<file path="src/hdl/elew_pkg.sv">
// Shared types, codes and helper functions for the EPT leaf entry walker.
package elew_pkg;

	localparam int ADDR_W    = 52;
	localparam int GA_W      = 48;
	localparam int DATA_W    = 64;
	localparam int PABITS_W  = 6;
	localparam int IDX_W     = 9;
	localparam int PHYS_MAX  = 40;
	localparam int PAGE_SH   = 12;
	localparam int CFG_IDX_W = 2;

	localparam int SHIFT_L4 = 39;
	localparam int SHIFT_L3 = 30;
	localparam int SHIFT_L2 = 21;
	localparam int SHIFT_L1 = 12;

	localparam int PRESENT_POS = 0;
	localparam int LARGE_POS   = 7;

	localparam logic [PABITS_W-1:0] PABITS_RST = 6'd48;

	typedef logic [ADDR_W-1:0] addr_t;
	typedef logic [GA_W-1:0]   gaddr_t;

	typedef enum logic [CFG_IDX_W-1:0] {
		CFG_ROOT   = 2'd0,
		CFG_PABITS = 2'd1,
		CFG_ENC    = 2'd2,
		CFG_NONE   = 2'd3
	} cfg_idx_t;

	typedef enum logic {
		OP_LOOKUP   = 1'b0,
		OP_RESPONSE = 1'b1
	} opcode_t;

	typedef enum logic {
		KIND_READ   = 1'b0,
		KIND_RESULT = 1'b1
	} kind_t;

	typedef enum logic [2:0] {
		OUT_LEAF_4K   = 3'd0,
		OUT_LARGE_2M  = 3'd1,
		OUT_ABSENT_L4 = 3'd2,
		OUT_ABSENT_L3 = 3'd3,
		OUT_HUGE_1G   = 3'd4,
		OUT_ABSENT_L2 = 3'd5
	} outcome_t;

	// walk level: which entry the engine waits for
	typedef enum logic [1:0] {
		LVL_IDLE = 2'd0,
		LVL_L4   = 2'd1,
		LVL_L3   = 2'd2,
		LVL_L2   = 2'd3
	} level_t;

	typedef struct packed {
		logic     emit;
		kind_t    kind;
		addr_t    address;
		outcome_t outcome;
		level_t   next_level;
		logic     save_ga;
		logic     load_last;
	} step_t;

	// bits 12 upward, as many as the physical width says, capped at bit 51
	function automatic addr_t phys_mask(logic [PABITS_W-1:0] bits);
		logic [PABITS_W-1:0] b;
		addr_t m;
		b = (bits > PABITS_W'(PHYS_MAX)) ? PABITS_W'(PHYS_MAX) : bits;
		m = '0;
		for (int j = 0; j < PHYS_MAX; j++)
			m[j + PAGE_SH] = (PABITS_W'(j) < b);
		return m;
	endfunction

	function automatic addr_t level_offset(gaddr_t ga, int shift);
		gaddr_t sh;
		sh = ga >> shift;
		return addr_t'({sh[IDX_W-1:0], 3'b000});
	endfunction

endpackage

</file>
<file path="src/hdl/elew_step.sv">
// Combinational walk step: next level, read request or final result for one item.
module elew_step (
	input  logic                    opcode,
	input  elew_pkg::gaddr_t        guest_address,
	input  logic [elew_pkg::DATA_W-1:0] read_data,
	input  elew_pkg::level_t        level,
	input  elew_pkg::gaddr_t        saved_ga,
	input  elew_pkg::addr_t         last_addr,
	input  elew_pkg::addr_t         root_addr,
	input  logic [elew_pkg::PABITS_W-1:0] pa_bits,
	input  elew_pkg::addr_t         enc_mask,
	output elew_pkg::step_t         step
);
	import elew_pkg::*;

	addr_t  mask;
	addr_t  base_root;
	addr_t  base_data;
	gaddr_t ga;
	logic   present;
	logic   large_pg;

	assign mask      = phys_mask(pa_bits);
	assign base_root = root_addr & mask & ~enc_mask;
	assign base_data = read_data[ADDR_W-1:0] & mask & ~enc_mask;
	assign ga        = (opcode == OP_LOOKUP) ? guest_address : saved_ga;
	assign present   = read_data[PRESENT_POS];
	assign large_pg  = read_data[LARGE_POS];

	always_comb begin
		step            = '0;
		step.kind       = KIND_READ;
		step.outcome    = OUT_LEAF_4K;
		step.next_level = level;
		if (opcode == OP_LOOKUP) begin
			step.emit       = 1'b1;
			step.address    = base_root | level_offset(ga, SHIFT_L4);
			step.next_level = LVL_L4;
			step.save_ga    = 1'b1;
			step.load_last  = 1'b1;
		end else begin
			case (level)
				LVL_L4: begin
					step.emit = 1'b1;
					if (!present) begin
						step.kind       = KIND_RESULT;
						step.outcome    = OUT_ABSENT_L4;
						step.next_level = LVL_IDLE;
					end else begin
						step.address    = base_data | level_offset(ga, SHIFT_L3);
						step.next_level = LVL_L3;
						step.load_last  = 1'b1;
					end
				end
				LVL_L3: begin
					step.emit = 1'b1;
					if (!present || large_pg) begin
						step.kind       = KIND_RESULT;
						step.outcome    = present ? OUT_HUGE_1G : OUT_ABSENT_L3;
						step.next_level = LVL_IDLE;
					end else begin
						step.address    = base_data | level_offset(ga, SHIFT_L2);
						step.next_level = LVL_L2;
						step.load_last  = 1'b1;
					end
				end
				LVL_L2: begin
					step.emit       = 1'b1;
					step.kind       = KIND_RESULT;
					step.next_level = LVL_IDLE;
					if (!present)
						step.outcome = OUT_ABSENT_L2;
					else if (large_pg) begin
						step.outcome = OUT_LARGE_2M;
						step.address = last_addr;
					end else begin
						// 4K leaf address is reported, never read
						step.outcome = OUT_LEAF_4K;
						step.address = base_data | level_offset(ga, SHIFT_L1);
					end
				end
				default: begin
					// response with no walk in flight is dropped
					step.emit = 1'b0;
				end
			endcase
		end
	end

endmodule

</file>
<file path="src/hdl/ept_leaf_entry_walker_core.sv">
// Top level of the EPT leaf entry walker: input stage, walk state and result register.
//
//  channel | signals                                         | direction
//  --------+-------------------------------------------------+----------
//  in      | in_valid in_ready opcode guest_address read_data | item in
//  out     | out_valid out_ready kind address outcome         | item out
//  cfg     | cfg_valid cfg_ready cfg_index cfg_data           | write in
//
// One item per cycle unless the result stalls: an item waits in the input register,
// is resolved by the step logic and then lands in the result register. The walk
// level is updated as each item leaves the input register, so items chain back
// to back. A stalled result holds one more item in the input register; in_ready
// drops only when both are full. arst_n clears the walk state, the config
// registers and all valid flags, not the data registers. cfg_ready is always high.
module ept_leaf_entry_walker_core (
	input  logic                            clk,
	input  logic                            arst_n,
	input  logic                            in_valid,
	output logic                            in_ready,
	input  logic                            opcode,
	input  logic [elew_pkg::GA_W-1:0]       guest_address,
	input  logic [elew_pkg::DATA_W-1:0]     read_data,
	output logic                            out_valid,
	input  logic                            out_ready,
	output logic                            kind,
	output logic [elew_pkg::ADDR_W-1:0]     address,
	output logic [2:0]                      outcome,
	input  logic                            cfg_valid,
	output logic                            cfg_ready,
	input  logic [elew_pkg::CFG_IDX_W-1:0]  cfg_index,
	input  logic [elew_pkg::ADDR_W-1:0]     cfg_data
);
	import elew_pkg::*;

	logic                  valid_s1;
	logic                  opcode_s1;
	gaddr_t                ga_s1;
	logic [DATA_W-1:0]     data_s1;

	level_t                level_q;
	gaddr_t                saved_ga_q;
	addr_t                 last_addr_q;
	addr_t                 root_q;
	logic [PABITS_W-1:0]   pa_bits_q;
	addr_t                 enc_q;

	logic                  out_valid_q;
	kind_t                 kind_q;
	addr_t                 address_q;
	outcome_t              outcome_q;

	step_t                 step;
	logic                  advance;

	elew_step u_step (
		.opcode        (opcode_s1),
		.guest_address (ga_s1),
		.read_data     (data_s1),
		.level         (level_q),
		.saved_ga      (saved_ga_q),
		.last_addr     (last_addr_q),
		.root_addr     (root_q),
		.pa_bits       (pa_bits_q),
		.enc_mask      (enc_q),
		.step          (step)
	);

	assign advance   = valid_s1 && (!out_valid_q || out_ready);
	assign in_ready  = !valid_s1 || advance;
	assign cfg_ready = 1'b1;

	assign out_valid = out_valid_q;
	assign kind      = kind_q;
	assign address   = address_q;
	assign outcome   = outcome_q;

	always_ff @(posedge clk or negedge arst_n) begin
		if (!arst_n) begin
			root_q    <= '0;
			pa_bits_q <= PABITS_RST;
			enc_q     <= '0;
		end else if (cfg_valid && cfg_ready) begin
			case (cfg_idx_t'(cfg_index))
				CFG_ROOT:   root_q    <= cfg_data;
				CFG_PABITS: pa_bits_q <= cfg_data[PABITS_W-1:0];
				CFG_ENC:    enc_q     <= cfg_data;
				default: begin
				end
			endcase
		end
	end

	always_ff @(posedge clk or negedge arst_n) begin
		if (!arst_n)
			valid_s1 <= 1'b0;
		else if (in_ready)
			valid_s1 <= in_valid;
	end

	always_ff @(posedge clk) begin
		if (in_ready && in_valid) begin
			opcode_s1 <= opcode;
			ga_s1     <= guest_address;
			data_s1   <= read_data;
		end
	end

	always_ff @(posedge clk or negedge arst_n) begin
		if (!arst_n) begin
			level_q     <= LVL_IDLE;
			saved_ga_q  <= '0;
			last_addr_q <= '0;
		end else if (advance) begin
			level_q <= step.next_level;
			if (step.save_ga)
				saved_ga_q <= ga_s1;
			if (step.load_last)
				last_addr_q <= step.address;
		end
	end

	always_ff @(posedge clk or negedge arst_n) begin
		if (!arst_n)
			out_valid_q <= 1'b0;
		else if (advance)
			out_valid_q <= step.emit;
		else if (out_ready)
			out_valid_q <= 1'b0;
	end

	always_ff @(posedge clk) begin
		if (advance && step.emit) begin
			kind_q    <= step.kind;
			address_q <= step.address;
			outcome_q <= step.outcome;
		end
	end

	// a pending read request means a walk is in flight
	a_read_implies_walk: assert property (@(posedge clk) disable iff (!arst_n)
		(out_valid_q && kind_q == KIND_READ) |-> (level_q != LVL_IDLE))
		else $error("read request pending with walker idle");

	// a pending final result means the walk has ended
	a_result_implies_idle: assert property (@(posedge clk) disable iff (!arst_n)
		(out_valid_q && kind_q == KIND_RESULT) |-> (level_q == LVL_IDLE))
		else $error("final result pending with walk still active");

	a_read_outcome: assert property (@(posedge clk) disable iff (!arst_n)
		(out_valid_q && kind_q == KIND_READ) |-> (outcome_q == OUT_LEAF_4K))
		else $error("read request carries a nonzero outcome");

	a_absent_zero_addr: assert property (@(posedge clk) disable iff (!arst_n)
		(out_valid_q && (outcome_q == OUT_ABSENT_L4 || outcome_q == OUT_ABSENT_L3 ||
		 outcome_q == OUT_ABSENT_L2 || outcome_q == OUT_HUGE_1G)) |-> (address_q == '0))
		else $error("absent or 1GB result carries an address");

	// stall only when both the input stage and the result register are full
	a_stall_full: assert property (@(posedge clk) disable iff (!arst_n)
		!in_ready |-> (valid_s1 && out_valid_q && !out_ready))
		else $error("input stalled with room available");

endmodule
</file>
<file path="config.mk">
export PLATFORM = sky130hd
export DESIGN_NAME = ept_leaf_entry_walker_core
export DESIGN_NICKNAME = d
export VERILOG_FILES = /design/src/hdl/elew_pkg.sv /design/src/hdl/elew_step.sv /design/src/hdl/ept_leaf_entry_walker_core.sv
export SDC_FILE = /design/constraint.sdc
export NUM_CORES = 1
export LEC_CHECK = 0
export BUFFER_PORTS_ARGS = -buffer_cell sky130_fd_sc_hd__buf_2
export CAP_MARGIN = 5
export CELL_PAD_IN_SITES_DETAIL_PLACEMENT = 1
export CELL_PAD_IN_SITES_GLOBAL_PLACEMENT = 2
export CORE_MARGIN = 4
export CORE_UTILIZATION = 41
export DETAILED_ROUTE_END_ITERATION = 6
export PLACE_DENSITY_LB_ADDON = 0.25
export REMOVE_ABC_BUFFERS = 1
export SYNTH_ARGS = -nofsm -noshare
export SYNTH_HDL_FRONTEND = slang
export SYNTH_SLANG_ARGS = --single-unit
</file>
<file path="constraint.sdc">
create_clock -name clk -period 8.8 [get_ports clk]
set_input_delay 1.32 -clock clk [delete_from_list [all_inputs] [get_ports clk]]
set_output_delay 1.32 -clock clk [all_outputs]
set_load 0.05 [all_outputs]
</file>
# == Word-level counts from Yosys, hierarchy flattened ==
# Index checks and enable logic that the tools add are counted.
# classes
magnitude_cmp,41
n_eq_ne,6
muxes,25
bitwise,10
reduce_logical,18
# ops
cell,n
$and 52x52->52,4
$mux 52,4
$or 52x12->52,4
$pmux 58 s3,1
$lt 5x6->1 const A,16
$mux 55,1
$not 52->52,1
$lt 4x6->1 const A,8
$lt 6x6->1 const A,8
$mux 48,1
$lt 3x6->1 const A,4
$lt 1x6->1 const A,2
$lt 2x6->1 const A,2
$reduce_and 2->1,6
$mux 1,9
$mux 3,3
$mux 2,4
$eq 2x2->1 const B,3
$gt 6x6->1 const B,1
$mux 6,1
$eq 2x1->1 const B,2
$ne 4x1->1 const B,1
$logic_and 1x1->1,3
$logic_not 1->1,3
6 further kinds,8
# word_totals
reg_bits,371
in_bits,172
output_inout_bits,59

# == Logic depth before layout (Yosys ltp) ==
# depth
ltp_word,10
mapped_depth,9
depth_no_buf,6

# == Hierarchy ==
# From an unflattened synthesis, not the netlist that was laid out.
# unflattened
cells_unflattened,1007
hier_area_um2,15945.3
# modules_own_cells
mod,n_inst,cells_each,area_each_um2,seq_area_each_um2
ept_leaf_entry_walker_core,1,631,13424.1,10432.5
elew_step,1,376,2521.2,0.0

# == Worst setup path after synthesis ==
# Ideal clock, no wire load.
# synth_timing
kind,input to register
from,input out_ready
to,"register address_q[0], in the netlist address[0], enable pin"
setup_time_ns,0.489
t_arrival_ns,4.305
t_required_ns,8.311
slack_ns,4.006
stages,3
cell_sequence,nand2b_1 nand2_1 a21oi_1
# synth_between
elab_chain_cells,3
# synth_rtl
item,line,rtl
start: declaration,ept_leaf_entry_walker_core.sv:24,"input logic out_ready,"
$logic_or 1x1->1,ept_leaf_entry_walker_core.sv:68,assign advance = valid_s1 && (!out_valid_q || out_ready);
$logic_and 1x1->1,ept_leaf_entry_walker_core.sv:68,
$logic_and 1x1->1,ept_leaf_entry_walker_core.sv:132,if (advance && step.emit) begin
end signal: assignment,ept_leaf_entry_walker_core.sv:134,address_q <= step.address;
end: declaration,ept_leaf_entry_walker_core.sv:49,addr_t address_q;
# Every way passes these cells.
# A chain may end at the register's enable or synchronous reset.

# == Final worst setup path ==
# layout_timing
from,input out_ready
to,output in_ready
# layout_between
elab_chain_cells,3
# layout_rtl
item,line,rtl
$logic_or 1x1->1,ept_leaf_entry_walker_core.sv:68,
$logic_and 1x1->1,ept_leaf_entry_walker_core.sv:68,
$logic_or 1x1->1,ept_leaf_entry_walker_core.sv:69,assign in_ready = !valid_s1 || advance;
end: declaration,ept_leaf_entry_walker_core.sv:19,"output logic in_ready,"
# Every way passes these cells.

==> qor.json <==
{
  "layout.cells.non_filler": 1469,
  "yosysWarningCount": 0,
  "finalMaxSlewViolations": 0,
  "grt_pass1_vias": 8835,
  "rr_endpoint": "address[20]$_DFFE_PP_",
  "synth_top_family_by_area": "compound AO/OA/AOI/OAI gates",
  "dr_total_vias": 8179,
  "post_synthesis_mux_area_share_pct": 12.2,
  "gr-usage-all-layers_pct": 20.3,
  "grt_antenna_before_repair": 2,
  "hold_buffers": 0,
  "grt_start_max_net_pins": 91,
  "total_power_mw": 4.35,
  "detailedPlacementHpwl_mm": 21.0,
  "r2r_start": "opcode_s1$_DFFE_PP_",
  "die_w_um": 183,
  "avgViaCountPerCell": 5.57,
  "hold_violations": 0,
  "die_h_um": 183,
  "initial_core_util_pct": 42.0,
  "tightest_slew_ns": 1.11,
  "synth-async-reset-ratio_pct": 55.6,
  "worstSkewPairLatency_ns": 0.51,
  "max_cap_viol_count": 0,
  "cpPeakStageDelay_ns": 0.23,
  "design.core.area_um2": 30000,
  "synth_compound_area_share_pct": 13.6,
  "cts_setup_buffers": 0,
  "violation_count_after_the_first_detailed_route_iteration": 368,
  "io_pins": 231,
  "remaining_drc_errors": 0,
  "clkSinkCount": 304,
  "numPlacedInstances": 1408,
  "power-per-cell-area_nw_per_um2": 292,
  "switching_power_share_of_the_total_pct": 32.1,
  "post_synth_num_cell_types": 56,
  "crit_path_max_fanout": 3,
  "global_placer_s_final_weighted_congestion": 0.733,
  "rows": 63,
  "worst_setup_path_end_kind": "primary output",
  "synth_adder_area_share_pct": 0.497,
  "cts_inserted_buffers": 35,
  "clk_network_pwr_share_pct": 31.2,
  "synth_sequential_area_ratio_pct": 65.8,
  "critical-path-top-cell-by-count": "sky130_fd_sc_hd__buf_2",
  "postSynth.topFlopCell": "sky130_fd_sc_hd__dfrtp_1",
  "status": "finished, final reports clean",
  "cell_depth_of_the_worst_setup_path": 4,
  "setup_total_negative_slack_ns": 0,
  "syn_area_um2": 12600,
  "layout-area-overhead-vs-synth_pct": 18.3,
  "antenna_cells_inserted": 0,
  "power.sequential.fraction_pct": 45.5,
  "drive_above_1_share_pct": 34.8,
  "fillcell_total": 3033,
  "timing.clock.skew_ns": 0.0157,
  "r2r_slack_ns": 5.70,
  "wl_mm": 34.4,
  "rsz0062_at_grt": "false",
  "final-setup-viol-count": 0,
  "combinational_power_share_pct": 23.4,
  "reg2reg_path_depth": 5,
  "place.port_buffers": 189,
  "ctsResizeCount": 0,
  "p_int_mw": 2.96,
  "detail_route.wl_per_cell_um": 23.4,
  "cell_count_after_synthesis": 875,
  "power.leakage_nw": 6.32,
  "cp.arrival_ns": 1.90,
  "fin_crit_ns": 3.22,
  "globalRoute.totalOverflow": 0,
  "global_route_wire_length_before_repair_mm": 52.9,
  "crit_path_slowest_cell": "sky130_fd_sc_hd__buf_2",
  "finalInstanceArea_um2": 14900,
  "yosys_register_bits": 304,
  "firstDrtPassIters": 5,
  "synth_edf_count": 135,
  "cts.path.max_buffers": 3,
  "ctsHtreeMaxLevel": 2,
  "cts_tree": "built",
  "nNetsFinal": 1232,
  "post_synthesis_average_cell_area_um2": 14.4,
  "drtAntennaViolNets": 0,
  "layout_worst_path_cycle_share_pct": 36.6,
  "die_area_um2": 33600,
  "maxSlewHeadroom_pct": 26.2,
  "crit_path_cell_trace": "buf_2 > nor2b_1 > nand2_1 > buf_2",
  "ir_drop_mv": 0.169,
  "net-switching-power_mw": 1.40,
  "synth_xor_xnor_area_share_pct": 0,
  "placed_cell_area_um2": 13800,
  "crit_path_start": "out_ready",
  "fmax_mhz": 311,
  "hold_ws_ns": 0.481,
  "worst-endpoint-required_ns": 7.48,
  "cts.clk_slew.worst_paths_ns": 0.05,
  "cp-endpoint": "in_ready",
  "hold_path_class": "reg2reg",
  "timing.critical_path.max_delay_family": "buffers and inverters",
  "crit_path_start_kind": "input pin",
  "cts.root.buffer_cell": "sky130_fd_sc_hd__clkbuf_16",
  "path_class": "in2out",
  "critical_path_buf_inv_count": 2,
  "post_synth_and_or_nand_nor_area_fraction_pct": 4.88
}
[synthesized netlist by cell type, drive strengths merged, types with 21 or more instances]
master    n  area [µm²]
o21ai    21         105
mux2    112        1260
nand2    41         154
buf      37         220
a22o     56         490
dfrtp   167        4180
mux2i    28         280
clkbuf   21        80.1
a32o     23         230
nor2     21        78.8
edfxtp  135        4050
a21oi    39         199
[placed cells by master (no fill, tap or decap), types with 21 or more instances in the layout]
master,n
sky130_fd_sc_hd__dfrtp_1,167
sky130_fd_sc_hd__buf_2,188
sky130_fd_sc_hd__a32o_1,23
sky130_fd_sc_hd__nand2_1,41
sky130_fd_sc_hd__nor2_1,21
sky130_fd_sc_hd__mux2i_1,28
sky130_fd_sc_hd__clkbuf_16,35
sky130_fd_sc_hd__edfxtp_1,135
sky130_fd_sc_hd__a22o_1,56
sky130_fd_sc_hd__mux2_2,112
sky130_fd_sc_hd__a21oi_1,37
[final cells by class]
class	instances	area, µm²	area share (%)
Clock inverter	4	48.8	0.328
Timing Repair Buffer	201	1040	7.00
Inverter	16	60.1	0.403
Sequential cell	304	8290	55.6
Multi-Input combinational cell	497	3970	26.7
Tap cell	390	488	3.28
Clock buffer	57	998	6.70
[stage by stage]
stage	util, %	setup WS (ns)
floorplan	-	3.89
global placement	46.2	5.39
detailed placement	46.2	5.39
CTS	49.7	5.57
global route	49.7	5.48
finish	49.7	5.58
[power groups by stage]
stage	clock network [mW]	logic (mW)	registers [mW]
floorplan	0	0.487	2.18
global placement	0	1.00	1.99
detailed placement	0	1.03	2.00
CTS	1.39	1.03	1.98
global route	1.46	1.10	2.01
finish	1.36	1.02	1.98
[logic make-up after synthesis]
| group | after synthesis |
|---|---|
| buffers and inverters | 74 |
| other | 1 |
| AO/OA/AOI/OAI | 228 |
| flip-flops | 304 |
| adder cells (fa/ha/maj) | 5 |
| AND/OR/NAND/NOR | 123 |
| multiplexers | 140 |
[worst register-to-register path: stages (launching register included)]
cell and delay (ns):
sky130_fd_sc_hd__edfxtp_1 0.34, sky130_fd_sc_hd__buf_4 0.54, sky130_fd_sc_hd__and3b_1 0.79, sky130_fd_sc_hd__o21a_2 0.75, sky130_fd_sc_hd__a31oi_1 0.25, sky130_fd_sc_hd__o21ai_0 0.25
[how the worst min path moves through the flow]
stage	start	to	slack, ns	cells after the start
after floorplan	last_addr_q[0]$_DFFE_PN0P_	last_addr_q[0]$_DFFE_PN0P_	0.44	1
after global placement	last_addr_q[2]$_DFFE_PN0P_	last_addr_q[2]$_DFFE_PN0P_	0.46	1
after detailed placement	last_addr_q[1]$_DFFE_PN0P_	last_addr_q[1]$_DFFE_PN0P_	0.47	1
after CTS	last_addr_q[0]$_DFFE_PN0P_	last_addr_q[0]$_DFFE_PN0P_	0.49	1
after global routing	last_addr_q[17]$_DFFE_PN0P_	last_addr_q[17]$_DFFE_PN0P_	0.50	1
final	last_addr_q[2]$_DFFE_PN0P_	last_addr_q[2]$_DFFE_PN0P_	0.48	1
[registers in the layout, summed over array words and instances, names as in the netlist, 2 cells and up]
register	flops
outcome	3
enc_q	40
saved_ga_q	27
last_addr_q	52
level_q	2
root_q	40
data_s1	42
address	52
ga_s1	36
pa_bits_q	6
[per-layer routing]
| metal | up-vias | global-route usage (%) | share of wire, % |
|---|---|---|---|
| met5 | - | 0 | 0.078 |
| met3 | 47 | 3.31 | 4.1 |
| met2 | 187 | 34.6 | 50 |
| met1 | 4242 | 27.7 | 44 |
| met4 | 4 | 4.29 | 1.5 |
| li1 | 3699 | - | - |
(Power assumes the default switching activity.)
